--- config.mk ---
export PLATFORM = sky130hd
export DESIGN_NAME = rbs_isqrt
export DESIGN_NICKNAME = d
export VERILOG_FILES = /design/src/sv/rbs_pkg.sv /design/src/sv/rbs_isqrt.sv
export SDC_FILE = /design/constraint.sdc
export NUM_CORES = 1
export LEC_CHECK = 0
export BUFFER_PORTS_ARGS = -buffer_cell sky130_fd_sc_hd__buf_2
export CORE_AREA = 4 4 142 144
export DETAILED_ROUTE_END_ITERATION = 10
export DIE_AREA = 0 0 146 148
export PLACE_DENSITY = 0.55
export SLEW_MARGIN = 30
export SYNTH_ARGS = -nofsm -noshare
export SYNTH_HDL_FRONTEND = slang
export SYNTH_SLANG_ARGS = --single-unit
--- constraint.sdc ---
create_clock -name clk -period 7 [get_ports clk]
set_input_delay 2.1 -clock clk [delete_from_list [all_inputs] [get_ports clk]]
set_output_delay 2.1 -clock clk [all_outputs]
set_load 0.02 [all_outputs]
--- src/sv/rbs_pkg.sv ---
// ============================================================================
// rbs_pkg: shared types and constants for the rigid bone skinning engine
// Widths of the iterative square root and divide units, and the sequencer
// states of the top level.
// ============================================================================
package rbs_pkg;

    // square root unit: 64-bit radicand, 32-bit root
    localparam int RAD_W  = 64;
    localparam int ROOT_W = 32;

    // divide unit: magnitude of one vector component, quotient width
    localparam int MAG_W  = 19;
    localparam int QUO_W  = 16;
    localparam int DVD_W  = 47;
    localparam int UNIT_SHIFT = 27;

    // signed width of a vector component under normalization
    localparam int COMP_W = 19;

    // sequencer states
    typedef enum logic [3:0] {
        ST_IDLE,
        ST_QSQ,
        ST_SQRT,
        ST_DIV,
        ST_DIV_WAIT,
        ST_QPROD,
        ST_ROTW,
        ST_LOAD,
        ST_POS,
        ST_NRM,
        ST_NSQ,
        ST_OUT
    } state_t;

endpackage

--- src/sv/rbs_isqrt.sv ---
// ============================================================================
// rbs_isqrt: iterative integer square root
// Digit-by-digit floor square root, one root bit per cycle.
// ============================================================================
module rbs_isqrt (
    input  logic                         clk,
    input  logic                         rst_n,
    input  logic                         start,
    input  logic [rbs_pkg::RAD_W-1:0]    rad,
    output logic                         done,
    output logic [rbs_pkg::ROOT_W-1:0]   root
);

    import rbs_pkg::*;

    localparam int STEP_W = $clog2(ROOT_W);
    localparam int REM_W  = ROOT_W + 3;

    logic              busy_reg;
    logic              done_reg;
    logic [STEP_W-1:0] step_reg;
    logic [RAD_W-1:0]  rad_reg;
    logic [REM_W-1:0]  rem_reg;
    logic [ROOT_W-1:0] root_reg;

    logic [REM_W-1:0]  rem_sh;
    logic [REM_W-1:0]  trial;
    logic              ge;

    // one trial subtraction per cycle
    always_comb
    begin
        rem_sh = {rem_reg[REM_W-3:0], rad_reg[RAD_W-1:RAD_W-2]};
        trial  = {1'b0, root_reg, 2'b01};
        ge     = (rem_sh >= trial);
    end

    // control
    always_ff @(posedge clk or negedge rst_n)
    begin
        if (!rst_n)
        begin
            busy_reg <= 1'b0;
            done_reg <= 1'b0;
            step_reg <= '0;
        end
        else
        begin
            done_reg <= 1'b0;
            if (start)
            begin
                busy_reg <= 1'b1;
                step_reg <= '0;
            end
            else if (busy_reg)
            begin
                step_reg <= step_reg + 1'b1;
                if (step_reg == STEP_W'(ROOT_W - 1))
                begin
                    busy_reg <= 1'b0;
                    done_reg <= 1'b1;
                end
            end
        end
    end

    // datapath
    always_ff @(posedge clk)
    begin
        if (start)
        begin
            rad_reg  <= rad;
            rem_reg  <= '0;
            root_reg <= '0;
        end
        else if (busy_reg)
        begin
            rad_reg  <= {rad_reg[RAD_W-3:0], 2'b00};
            rem_reg  <= ge ? (rem_sh - trial) : rem_sh;
            root_reg <= {root_reg[ROOT_W-2:0], ge};
        end
    end

    assign done = done_reg;
    assign root = root_reg;

endmodule

======== Word level (Yosys, flattened, before mapping) ========
Cells that the tools add are included.
storage, ports and cells
  register bits after elaboration ......... 136
  bits of input ports ..................... 67
  output and inout bits ................... 33
  logic and storage cells ................. 22
cells by class
  $lt $le $gt $ge ......................... 1
  mux-type cells .......................... 11
  add/subtract/negate cells ............... 2
  reduce and logical (&&, ||, !) cells .... 1
  eq/ne operators ......................... 1
operators by type and width
  kind                                                            number
  64-bit two-way mux                                              2
  35-bit by 34-bit greater-or-equal comparator with 1-bit output  1
  33-bit two-way mux                                              1
  33-bit subtractor                                               1
  5-bit two-way mux                                               2
  1-bit two-way mux                                               6
  5-bit by 1-bit adder with 5-bit output, second input constant   1
  5-bit equality test, second input constant                      1
  2-bit nonzero test                                              1

======== Logic depth before layout (Yosys ltp) ========
  depth in word-level cells ............... 4
  depth in mapped cells ................... 14
  mapped depth without buffers ............ 11

======== Least setup slack after synthesis ========
No wires, ideal clock.
  path kind ............................... input -> register
  start point ............................. in start
  end point ............................... reg rad_reg[0] (enable)
  setup slack ............................. 2.702 ns
  stages on the path ...................... 4
  data arrival time ....................... 3.880 ns
  required time ........................... 6.582 ns
  path buffers ............................ 2
  setup time .............................. 0.418 ns
  cells stage by stage .................... clkbuf_1 > nor2_1 > clkbuf_1 > inv_1
on the way
  cells in the longest elaborated chain, start to end .. 1
RTL lines
  what                          RTL line         RTL
  start: declaration            rbs_isqrt.sv:8   input logic start,
  2-bit nonzero test (no line)  --
  end signal: assignment        rbs_isqrt.sv:72  rad_reg <= rad;
  end signal: assignment        rbs_isqrt.sv:78  rad_reg <= {rad_reg[RAD_W-3:0], 2'b00};
  end: declaration              rbs_isqrt.sv:22  logic [RAD_W-1:0] rad_reg;
Every way passes these cells.
A chain may end at the register's enable or synchronous reset.

======== Worst setup path in the final report ========
  start point ............................. reg root_reg[1] (netlist: root[1])
  end point ............................... reg rem_reg[5]
on the way
  cells in the longest elaborated chain, start to end .. 2
  elaborated cells on any way between the ends .. 3
  classes of those cells .................. 1 x add/sub; 1 x order compare; 1 x mux
RTL lines
  what                                                                                                 RTL line                          RTL
  start: declaration                                                                                   rbs_isqrt.sv:24                   logic [ROOT_W-1:0] root_reg;
  start signal: assignment                                                                             rbs_isqrt.sv:80                   root_reg <= {root_reg[ROOT_W-2:0], ge};
  33-bit subtractor or 35-bit by 34-bit greater-or-equal comparator with 1-bit output (tied branches)  rbs_isqrt.sv:79, rbs_isqrt.sv:35
  33-bit two-way mux (*)                                                                               rbs_isqrt.sv:79                   rem_reg <= ge ? (rem_sh - trial) : rem_sh;
  end signal: assignment                                                                               rbs_isqrt.sv:79
  end: declaration                                                                                     rbs_isqrt.sv:23                   logic [REM_W-1:0] rem_reg;
Every way passes the cells marked *; elsewhere a longest branch is shown, timed or not.

==> results by group <==
Outcome
  – Status: complete, no violations

Cells and area
  – # diodes: 0
  – Final std cells w/o fill: 1,057
  – Fraction of layout cells with a size suffix above 1: 0.249
  – Area Growth Syn to Fin: 16.3%
  – Nets: 913
  – Max FFs per register: 64

Critical path
  – Req. time, crit path: 7.33 ns
  – Crit path buf inv count: 1
  – Worst setup SP type: flip-flop
  – Cell family with most CP delay: compound AO/OA/AOI/OAI gates
  – Slowest cell on crit path: o21ba_2
  – Worst Path Arrival: 3.98 ns
  – Most used cell, CP: a21oi_1
  – Crit path max fanout: 40
  – Cells along the critical path: inv_1 > ha_1 > a21oi_1 > a211oi_1 > nor3_2 > a21boi_1 > a21oi_1 > o21ba_2 > a21oi_1 > a211oi_1
  – Setup CP Type: flip-flop to flip-flop
  – Setup crit end kind: flip-flop
  – Max incr delay on CP: 0.85 ns

Timing
  – Final setup margin: 3.35 ns
  – Final Hold Fails: 0
  – RSZ-0062 raised after global routing: no
  – Period utilization: 0.522
  – Final setup fails: 0
  – Fmax: 274 MHz
  – Final min period: 3.65 ns
  – Slew Limit Fails: 0
  – Worst clock skew: 0.00963 ns
  – Final setup TNS: 0 ns
  – Max_slew headroom: 0.382
  – Worst slew pin tran: 0.927 ns

Die
  – Core area: 0.0187 sq mm
  – Starting Density: 0.398
  – Cell Rows: 50
  – Die Ht: 148 um
  – Die Width: 146 um
  – I/O pin count: 100
  – Die area: 0.0216 sq mm

Run
  – Max Cap Viol: 0

Drt
  – Post-DR wirelength/cell: 15.3 um
  – Routed via count: 5,560
  – WL met3: 1.06 mm
  – Residual DRC count: 0
  – Initial DRC count: 252
  – Via density: 5.26
  – DR pass1 iterations: 5
  – Top Metal Used: met5
  – Metal2 WL: 7.65 mm
  – DRT Wirelength: 16.2 mm
  – Met1 WL: 7.27 mm
  – Post-route ant nets: 0

Power and ir drop
  – Pwr/cell area: 411 mW/mm^2
  – Pleak: 0.00387 uW
  – Worst vdd ir: 0.210 mV

CTS
  – CTS max path bufs: 2
  – # hold bufs at CTS: 0
  – H-tree level count: 4
  – Clock root cell: clkbuf_16
  – TritonCTS clock tree: done
  – Clk_lat worst skew: 0.42 ns
  – Setup Buffers After CTS: 0
  – Post-CTS sizing: 0
  – Clock Sink Count: 136
  – Clock Pin Slew Worst Setup and Hold Paths: 0.06 ns
  – CTS buffer count: 17

Place
  – Placed cells: 1,025
  – DPL Wire Length: 11.1 mm
  – Input/output buffers: 99
  – Routability cong.: 0.819
  – Pre-CTS setup slack: 3.00 ns

Global routing
  – Pin count of the biggest net entering global routing: 94
  – Vias in the first global route: 5,577
  – Initial antenna violation count: 2
  – Grt ovf: 0
  – Tot GR Track Use: 0.152
  – First-pass GRT wire length: 27.1 mm

Yosys
  – Post-synth EDFFs: 64
  – Post-synthesis cell count: 734
  – Warnings from Yosys: 0
  – Seq cells post-synth: 136
  – Mapped Area: 0.00745 sq mm
  – Post-synth ARST share: 0.0515
  – Yosys cell types: 57
  – Net Count, Synth: 837
  – Post-synth top flop: dfxtp_1
  – Syn avg cell area: 10.1 sq um
  – Seq/Total Area, Yosys: 0.456

Hold path
  – Hold WC Path Type: flip-flop to flip-flop
[synth_stat cells, types with 5 or more instances]
master	count	area (sq um)
edfxtp_1	64	1920
ha_1	36	450
xor2_1	16	140
nand4_1	9	56.3
nor3_1	10	50.1
buf_4	5	37.5
clkbuf_1	32	120
dfxtp_1	65	1300
nand2_1	46	173
a21oi_1	48	240
o21ai_0	26	130
o31ai_1	7	52.6
a21o_1	12	90.1
xnor2_1	12	105
mux2_2	62	698
o21bai_1	8	60.1
a211oi_1	25	188
dfrtp_1	7	175
o21a_1	6	45.0
inv_1	41	154
nor2_1	85	319
nand3_1	7	35.0
mux2i_1	44	440
[placed cells by master, fill, tap and decap left out, types with 8 or more instances in the layout]
cell	n
clkbuf_16	17
mux2i_1	44
edfxtp_1	64
a21oi_1	48
xnor2_1	12
mux2_2	62
buf_2	98
o21ai_0	26
xor2_1	16
a21o_1	12
o21bai_1	8
nor3_1	10
dfxtp_1	65
nand4_1	9
ha_1	36
nor2_1	85
a211oi_1	25
nand2_1	46
inv_1	40
[cells by family (layout without fill, tap and decap cells)]
logic type,Yosys count,count (layout),synth area share
mux,106,106,0.153
fa+ha+maj,36,36,0.0605
flops,136,136,0.456
buf+inv,86,175,0.0482
simple gates,185,185,0.113
xor+xnor,28,28,0.0329
compound gates,157,157,0.136
[report_power, final]
| group | internal [uW] | switching, uW | leakage, uW |
|---|---|---|---|
| combinational | 702 | 923 | 0.00227 |
| clock | 538 | 359 | 0.000288 |
| sequential | 958 | 76.5 | 0.00130 |
[per-stage QoR]
| stage | area, sq um | utilization | hold WS, ns | total power, uW |
|---|---|---|---|---|
| after detailed placement | 8070 | 0.432 | 0.487 | 2660 |
| after CTS | 8660 | 0.463 | 0.494 | 3580 |
| final | 8660 | 0.463 | 0.490 | 3560 |
| after global routing | 8660 | 0.463 | 0.526 | 3840 |
| after floorplan | 7450 | - | 0.442 | 2350 |
| after global placement | 8060 | 0.431 | 0.478 | 2640 |
[area by class of cell]
class	count	area [sq um]
fill	1799	10000
tap	234	293
clock inverter	13	144
sequential	136	3400
timing repair buffer	102	528
inverter	41	154
multi-input combinational	512	3700
clock buffer	19	443
[worst min-delay path, stage by stage (launching register included)]
cell and delay, ns:
dfxtp_1 0.33, nand2_1 0.05, o21ai_0 0.06
[metal layers]
metal / track usage / vias up
met5: 0 / -
met1: 0.189 / 2625
met4: 0.0522 / 4
met3: 0.0543 / 18
li1: - / 2793
met2: 0.245 / 120
[final timing paths]
check,start,endpoint,slack (ns),depth (start not counted)
worst max-delay path,root[1],rem_reg[5],3.35,10
worst min-delay path,rem_reg[0],rem_reg[0],0.49,2
worst max register to register,root[1],rem_reg[5],3.35,10
worst min register to register,rem_reg[0],rem_reg[0],0.49,2
max in group asynchronous,rst_n,busy_reg,5.31,1
min in group asynchronous,rst_n,step_reg[0],1.51,1
Note: power is estimated with default switching activity, not from simulation.
