**src/sv/rbs_pkg.sv**
```systemverilog
// ============================================================================
// rbs_pkg: shared types and constants for the rigid bone skinning engine
// Widths of the iterative square root and divide units, and the sequencer
// states of the top level.
// ============================================================================
package rbs_pkg;

    // square root unit: 64-bit radicand, 32-bit root
    localparam int RAD_W  = 64;
    localparam int ROOT_W = 32;

    // divide unit: magnitude of one vector component, quotient width
    localparam int MAG_W  = 19;
    localparam int QUO_W  = 16;
    localparam int DVD_W  = 47;
    localparam int UNIT_SHIFT = 27;

    // signed width of a vector component under normalization
    localparam int COMP_W = 19;

    // sequencer states
    typedef enum logic [3:0] {
        ST_IDLE,
        ST_QSQ,
        ST_SQRT,
        ST_DIV,
        ST_DIV_WAIT,
        ST_QPROD,
        ST_ROTW,
        ST_LOAD,
        ST_POS,
        ST_NRM,
        ST_NSQ,
        ST_OUT
    } state_t;

endpackage

```
**src/sv/rbs_div.sv**
```systemverilog
// ============================================================================
// rbs_div: iterative restoring divider for vector normalization
// Computes (mag * 2^27 + root / 2) / root, one quotient bit per cycle.
// ============================================================================
module rbs_div (
    input  logic                        clk,
    input  logic                        rst_n,
    input  logic                        start,
    input  logic [rbs_pkg::MAG_W-1:0]   mag,
    input  logic [rbs_pkg::ROOT_W-1:0]  root,
    output logic                        done,
    output logic [rbs_pkg::QUO_W-1:0]   quot
);

    import rbs_pkg::*;

    localparam int STEP_W = $clog2(QUO_W);

    logic              busy_reg;
    logic              done_reg;
    logic [STEP_W-1:0] step_reg;
    logic [ROOT_W-1:0] den_reg;
    logic [ROOT_W-1:0] rem_reg;
    logic [QUO_W-1:0]  low_reg;

    logic [DVD_W-1:0]  dvd;
    logic [ROOT_W:0]   trial;
    logic              ge;

    // rounded dividend and one trial subtraction per cycle
    always_comb
    begin
        dvd   = {1'b0, mag, {UNIT_SHIFT{1'b0}}} + DVD_W'(root >> 1);
        trial = {rem_reg, low_reg[QUO_W-1]};
        ge    = (trial >= {1'b0, den_reg});
    end

    // control
    always_ff @(posedge clk or negedge rst_n)
    begin
        if (!rst_n)
        begin
            busy_reg <= 1'b0;
            done_reg <= 1'b0;
            step_reg <= '0;
        end
        else
        begin
            done_reg <= 1'b0;
            if (start)
            begin
                busy_reg <= 1'b1;
                step_reg <= '0;
            end
            else if (busy_reg)
            begin
                step_reg <= step_reg + 1'b1;
                if (step_reg == STEP_W'(QUO_W - 1))
                begin
                    busy_reg <= 1'b0;
                    done_reg <= 1'b1;
                end
            end
        end
    end

    // datapath: quotient bits shift in where dividend bits shift out
    always_ff @(posedge clk)
    begin
        if (start)
        begin
            den_reg <= root;
            rem_reg <= ROOT_W'(dvd[DVD_W-1:QUO_W]);
            low_reg <= dvd[QUO_W-1:0];
        end
        else if (busy_reg)
        begin
            rem_reg <= ge ? ROOT_W'(trial - {1'b0, den_reg}) : trial[ROOT_W-1:0];
            low_reg <= {low_reg[QUO_W-2:0], ge};
        end
    end

    assign done = done_reg;
    assign quot = low_reg;

endmodule

```
**config.mk**
```make
export PLATFORM = sky130hd
export DESIGN_NAME = rbs_div
export DESIGN_NICKNAME = d
export VERILOG_FILES = /design/src/sv/rbs_pkg.sv /design/src/sv/rbs_div.sv
export SDC_FILE = /design/constraint.sdc
export NUM_CORES = 1
export LEC_CHECK = 0
export BUFFER_PORTS_ARGS = -buffer_cell sky130_fd_sc_hd__buf_2
export CAP_MARGIN = 30
export CORE_MARGIN = 1
export CORE_UTILIZATION = 35
export CTS_CLUSTER_DIAMETER = 60
export CTS_CLUSTER_SIZE = 30
export DETAILED_ROUTE_END_ITERATION = 16
export PLACE_DENSITY = 0.5
export REMOVE_ABC_BUFFERS = 1
export SETUP_SLACK_MARGIN = 0.5
export SYNTH_ARGS = -nofsm -noshare
export SYNTH_HDL_FRONTEND = slang
export SYNTH_SLANG_ARGS = --single-unit
```
**constraint.sdc**
```tcl
create_clock -name clk -period 3.05 [get_ports clk]
set_clock_uncertainty 0.1 [all_clocks]
set_input_delay 0.61 -clock clk [delete_from_list [all_inputs] [get_ports clk]]
set_output_delay 0.61 -clock clk [all_outputs]
set_load 0.02 [all_outputs]
```
# --- After elaboration in Yosys (flattened, before gate mapping) ---
# Cells that the tools add are included.
op_classes:
  n_addsub: 3
  order_cmp: 1
  n_eq_ne: 1
  mux: 13
  reduce_logical: 1
op_table:
  columns: ["operator", "count"]
  rows:
  - ["$mux W31", 2]
  - ["$add A46 B31 Y47", 1]
  - ["$ge A33 B32 Y1", 1]
  - ["$mux W16", 2]
  - ["$mux W32", 1]
  - ["$sub A32 B32 Y32", 1]
  - ["$mux W4", 2]
  - ["$mux W1", 6]
  - ["$add A4 B1 Y4 const B", 1]
  - ["$eq A4 B4 Y1 const B", 1]
  - ["$reduce_bool A2 Y1", 1]
totals:
  reg_bits: 86
  elab_cells: 26

# --- Depth between registers and ports, before layout ---
depth:
  depth_word: 4
  ltp_mapped: 13

# --- Worst setup path after synthesis ---
# Ideal clock, no wire load.
synth_path:
  path_kind: "flip-flop to flip-flop"
  start: "reg low_reg[15] (netlist: quot[15])"
  end: "reg rem_reg[30] (data pin)"
  setup_time_ps: 265
  arrival_ps: 2739
  path_slack_ps: -54
  path_stages_with_launch: 13
  period_less_slack_ps: 3104
  cell_sequence: "edfxtp_1 -> inv_1 -> ha_1 -> inv_1 -> fa_1 -> a21o_1 -> a31oi_1 -> or4_4 -> a211o_1 -> a21oi_2 -> o21ai_2 -> a2111oi_4 -> nor3b_1"
synth_via:
  elab_chain_cells: 4
  elab_cells_between_ends: 5
synth_lines:
  columns: ["item", "line_no", "source"]
  rows:
  - ["from (decl)", "rbs_div.sv:24", "logic [QUO_W-1:0] low_reg;"]
  - ["from (signal assigned)", "rbs_div.sv:74", "low_reg <= dvd[QUO_W-1:0];"]
  - ["from (signal assigned)", "rbs_div.sv:79", "low_reg <= {low_reg[QUO_W-2:0], ge};"]
  - ["$sub A32 B32 Y32 / $ge A33 B32 Y1 (equally long branches)", "rbs_div.sv:78, rbs_div.sv:35", null]
  - ["$mux W32 (*)", "rbs_div.sv:78", "rem_reg <= ge ? ROOT_W'(trial - {1'b0, den_reg}) : trial[ROOT_W-1:0];"]
  - ["$mux W31 (*)", "rbs_div.sv:76", "else if (busy_reg)"]
  - ["$mux W31 (*)", "rbs_div.sv:70", "if (start)"]
  - ["to (signal assigned)", "rbs_div.sv:73", "rem_reg <= ROOT_W'(dvd[DVD_W-1:QUO_W]);"]
  - ["to (signal assigned)", "rbs_div.sv:78", null]
  - ["to (decl)", "rbs_div.sv:23", "logic [ROOT_W-1:0] rem_reg;"]
# Every way passes the cells marked *; elsewhere a longest branch is shown, timed or not. The select of a mux whose other input is x is not followed.
# A chain may end at the register's enable or synchronous reset.

# --- Final worst setup path ---
layout_path:
  start: "reg rem_reg[11]"
  end: "reg rem_reg[30] (data pin)"
layout_via:
  elab_chain_cells: 4
  elab_cells_between_ends: 5
layout_lines:
  columns: ["item", "line_no"]
  rows:
  - ["$sub A32 B32 Y32 / $ge A33 B32 Y1 (equally long branches)", "rbs_div.sv:78, rbs_div.sv:35"]
  - ["$mux W32 (*)", "rbs_div.sv:78"]
  - ["$mux W31 (*)", "rbs_div.sv:76"]
  - ["$mux W31 (*)", "rbs_div.sv:70"]
# Marked as above.

==> flow_metrics.env <==
export IMPL_r2r_slack_ps=10
export IMPL_clk_pin_slew_worst_paths_ps=70
export IMPL_vias=5304
export IMPL_finalMaxSlewViolations=0
export IMPL_die_x_um=133.0
export IMPL_drc=0
export IMPL_io_pins=71
export IMPL_peakVddDrop_uv=576.5
export IMPL_holdCritStartpoint="root[9]"
export IMPL_rsz0062_at_grt="true"
export IMPL_p_switching_mw=3.518
export IMPL_hold_class="in -> reg"
export IMPL_fin_crit_sh=0.9962
export IMPL_post_drt_wl_per_cell_um=18.95
export IMPL_hpwl_um=13660
export IMPL_clockRootBuffer="clkbuf_16"
export IMPL_critical_path_required_ps=3050
export IMPL_n_fill_cell=1547
export IMPL_reg2reg_depth=9
export IMPL_cts_tree="built"
export IMPL_area_growth_pct=39.23
export IMPL_r2r_end="rem_reg[30]"
export IMPL_r2r_start="rem_reg[11]"
export IMPL_clk_latency_ps=350
export IMPL_ys_warn_count=0
export IMPL_startpoint="rem_reg[11]"
export IMPL_grt_pass1_wl_um=29420
export IMPL_diodes=0
export IMPL_cp_max_fo=7
export IMPL_pwr_share_clk=0.146
export IMPL_final_cell_count_no_fill=991
export IMPL_power_frac_seq=0.216
export IMPL_first_pass_iters=5
export IMPL_synth_compound_area_frac=0.1847
export IMPL_synth_top_family_by_area="compound AO/OA/AOI/OAI gates"
export IMPL_intPower_mw=5.013
export IMPL_synth_seq_area_share=0.4236
export IMPL_min_to="den_reg[9]"
export IMPL_drive_gt1_frac=0.4021
export IMPL_via_per_inst=5.352
export IMPL_dieArea_sq_um=17680
export IMPL_synth_area_sq_um=6002
export IMPL_path_class="reg -> reg"
export IMPL_cts_inserted_buffers=9
export IMPL_slowest_stage="or4_4"
export IMPL_finish_utilization=0.5021
export IMPL_start_util=0.3606
export IMPL_power_density_nw_per_um2=1021
export IMPL_h_tree_depth=3
export IMPL_arrival_ps=3030
export IMPL_tightest_slew_ps=720.4
export IMPL_synth_edf_count=79
export IMPL_synth_xor_area_frac=0.05983
export IMPL_io_buffers=70
export IMPL_final_cell_mix="82 x buf_4, 79 x edfxtp_1, 69 x buf_2, 49 x nand2_1, 48 x inv_1"
export IMPL_final_nets=859
export IMPL_track_usage=0.2179
export IMPL_num_rows=47
export IMPL_leakagePower_nw=3.553
export IMPL_muxShareOfSynthArea=0.04690
export IMPL_ant_nets=0
export IMPL_ys_ff_latch=86
export IMPL_avgSynthCellArea_sq_um=9.872
export IMPL_synthSimpleGateAreaFrac=0.1493
export IMPL_cp_end_kind="register"
export IMPL_combPwrFrac=0.638
export IMPL_synth_async_reset_ratio=0.06977
export IMPL_die_y_um=133.0
export IMPL_cp_num_buf_inv=0
export IMPL_start_kind="register"
export IMPL_hold_depth=1
export IMPL_gp_congestion=0.8754
export IMPL_numClockSinks=86
export IMPL_grt_max_degree=48
export IMPL_grt_pass1_vias=5447
export IMPL_hold_violations=0
export IMPL_ys_types=69
export IMPL_routed_wl_um=18780
export IMPL_antenna_found_initial=0
export IMPL_fin_total_pwr_mw=8.532
export IMPL_path_cells="ha_4 -> and3_4 -> nand2_2 -> or4_4 -> a211o_4 -> a21oi_4 -> o21ai_4 -> a2111oi_4 -> nor3b_2"
export IMPL_clock_path_buffers=2
export IMPL_outcome="finished clean"
export IMPL_sw_frac_of_total=0.4124
export IMPL_syn_inst=608
export IMPL_core_area_sq_um=16640
export IMPL_fmax_mhz=329.1
export IMPL_first_iter_violations=231
export IMPL_fin_crit_ps=3038
export IMPL_cap_violations=0
export IMPL_critical_path_max_stage_delay_ps=530
export IMPL_setup_viol=0
export IMPL_place_inst=946
export IMPL_relSlewSlack=0.5146
export IMPL_cp_top_family="compound AO/OA/AOI/OAI gates"
export IMPL_final_common_cell="buf_4"
export IMPL_synthFlopType="edfxtp_1"
export IMPL_synthAdderAreaFrac=0.08380
export IMPL_overflow=0
[cell families (layout without fill, tap and decap cells)]
logic type,count (synthesis),in the layout
AND/OR/NAND/NOR,181,181
AO/OA/AOI/OAI,159,159
flip-flops,86,86
buffers and inverters,76,239
XOR/XNOR,41,41
adder cells (fa/ha/maj),39,39
multiplexers,26,26
[how the worst max path moves through the flow]
stage | to | slack (ps) | cells after the start
2_1_floorplan | rem_reg[0] | -130 | 10
3_3_place_gp | rem_reg[30] | -50 | 9
6_report | rem_reg[30] | 10 | 9
4_1_cts | rem_reg[30] | 20 | 11
3_5_place_dp | rem_reg[30] | -90 | 11
5_1_grt | rem_reg[30] | -80 | 12
[what timing repair did]
item,in CTS,in global routing
cloned,3,0
gates resized for setup,84,70
endpoints found under the hold margin,6,0
hold buffers,1,0
setup endpoints to repair,33,33
pin swaps,37,28
setup buffers,13,12
[power by group through the flow]
stage / logic, mW / clock network, mW / registers, mW
3_3_place_gp: 3.94 / 0 / 1.83
3_5_place_dp: 3.95 / 0 / 1.83
2_1_floorplan: 2.42 / 0 / 1.81
6_report: 5.44 / 1.25 / 1.84
5_1_grt: 5.86 / 1.31 / 1.88
4_1_cts: 4.85 / 1.27 / 1.82
[metrics by stage]
stage / instance area (sq um) / hold slack, ps / worst slack (ps) / setup TNS (ps)
detailed placement: 7076 / 340.3 / -86.22 / -353.4
finish: 8357 / 348.5 / 11.53 / 0
floorplan: 5889 / 214.4 / -128.4 / -555.0
global placement: 7076 / 337.5 / -54.71 / -194.3
CTS: 7958 / 334.7 / 20.84 / 0
global route: 8357 / 335.1 / -81.55 / -129.6
[per-layer routing]
metal	global-route usage	wire length, um	vias up
li1	-	-	2562
met1	0.2694	8232	2579
met2	0.3653	9048	131
met3	0.04253	703	32
met4	0.1009	793	0
met5	0	0	-
[Yosys cell counts (all sizes together), types with 6 or more instances]
| cell type | count | area share |
|---|---|---|
| a211oi | 6 | 0.0083 |
| a21o | 21 | 0.026 |
| a21oi | 34 | 0.030 |
| a31oi | 15 | 0.016 |
| and4 | 6 | 0.0088 |
| buf | 9 | 0.010 |
| clkbuf | 14 | 0.0088 |
| dfrtp | 6 | 0.025 |
| edfxtp | 79 | 0.40 |
| ha | 37 | 0.077 |
| inv | 53 | 0.033 |
| mux2 | 17 | 0.032 |
| mux2i | 9 | 0.015 |
| nand2 | 65 | 0.041 |
| nand3 | 16 | 0.013 |
| nand4 | 14 | 0.015 |
| nor2 | 36 | 0.024 |
| nor3 | 9 | 0.0075 |
| o21ai | 28 | 0.024 |
| o21bai | 11 | 0.014 |
| xnor2 | 21 | 0.031 |
| xor2 | 20 | 0.029 |
[cell type report]
| class | count | area, sq um | share of cell area |
|---|---|---|---|
| repair buffers | 170 | 1265 | 0.1514 |
| multi-input cells | 446 | 3747 | 0.4484 |
| clock inverters | 7 | 102.6 | 0.01228 |
| clock buffers | 9 | 225.2 | 0.02695 |
| well taps | 220 | 275.3 | 0.03294 |
| flip-flops and latches | 86 | 2542 | 0.3042 |
| inverters | 53 | 198.9 | 0.02381 |
No activity file was read; power rests on OpenSTA's default activity.
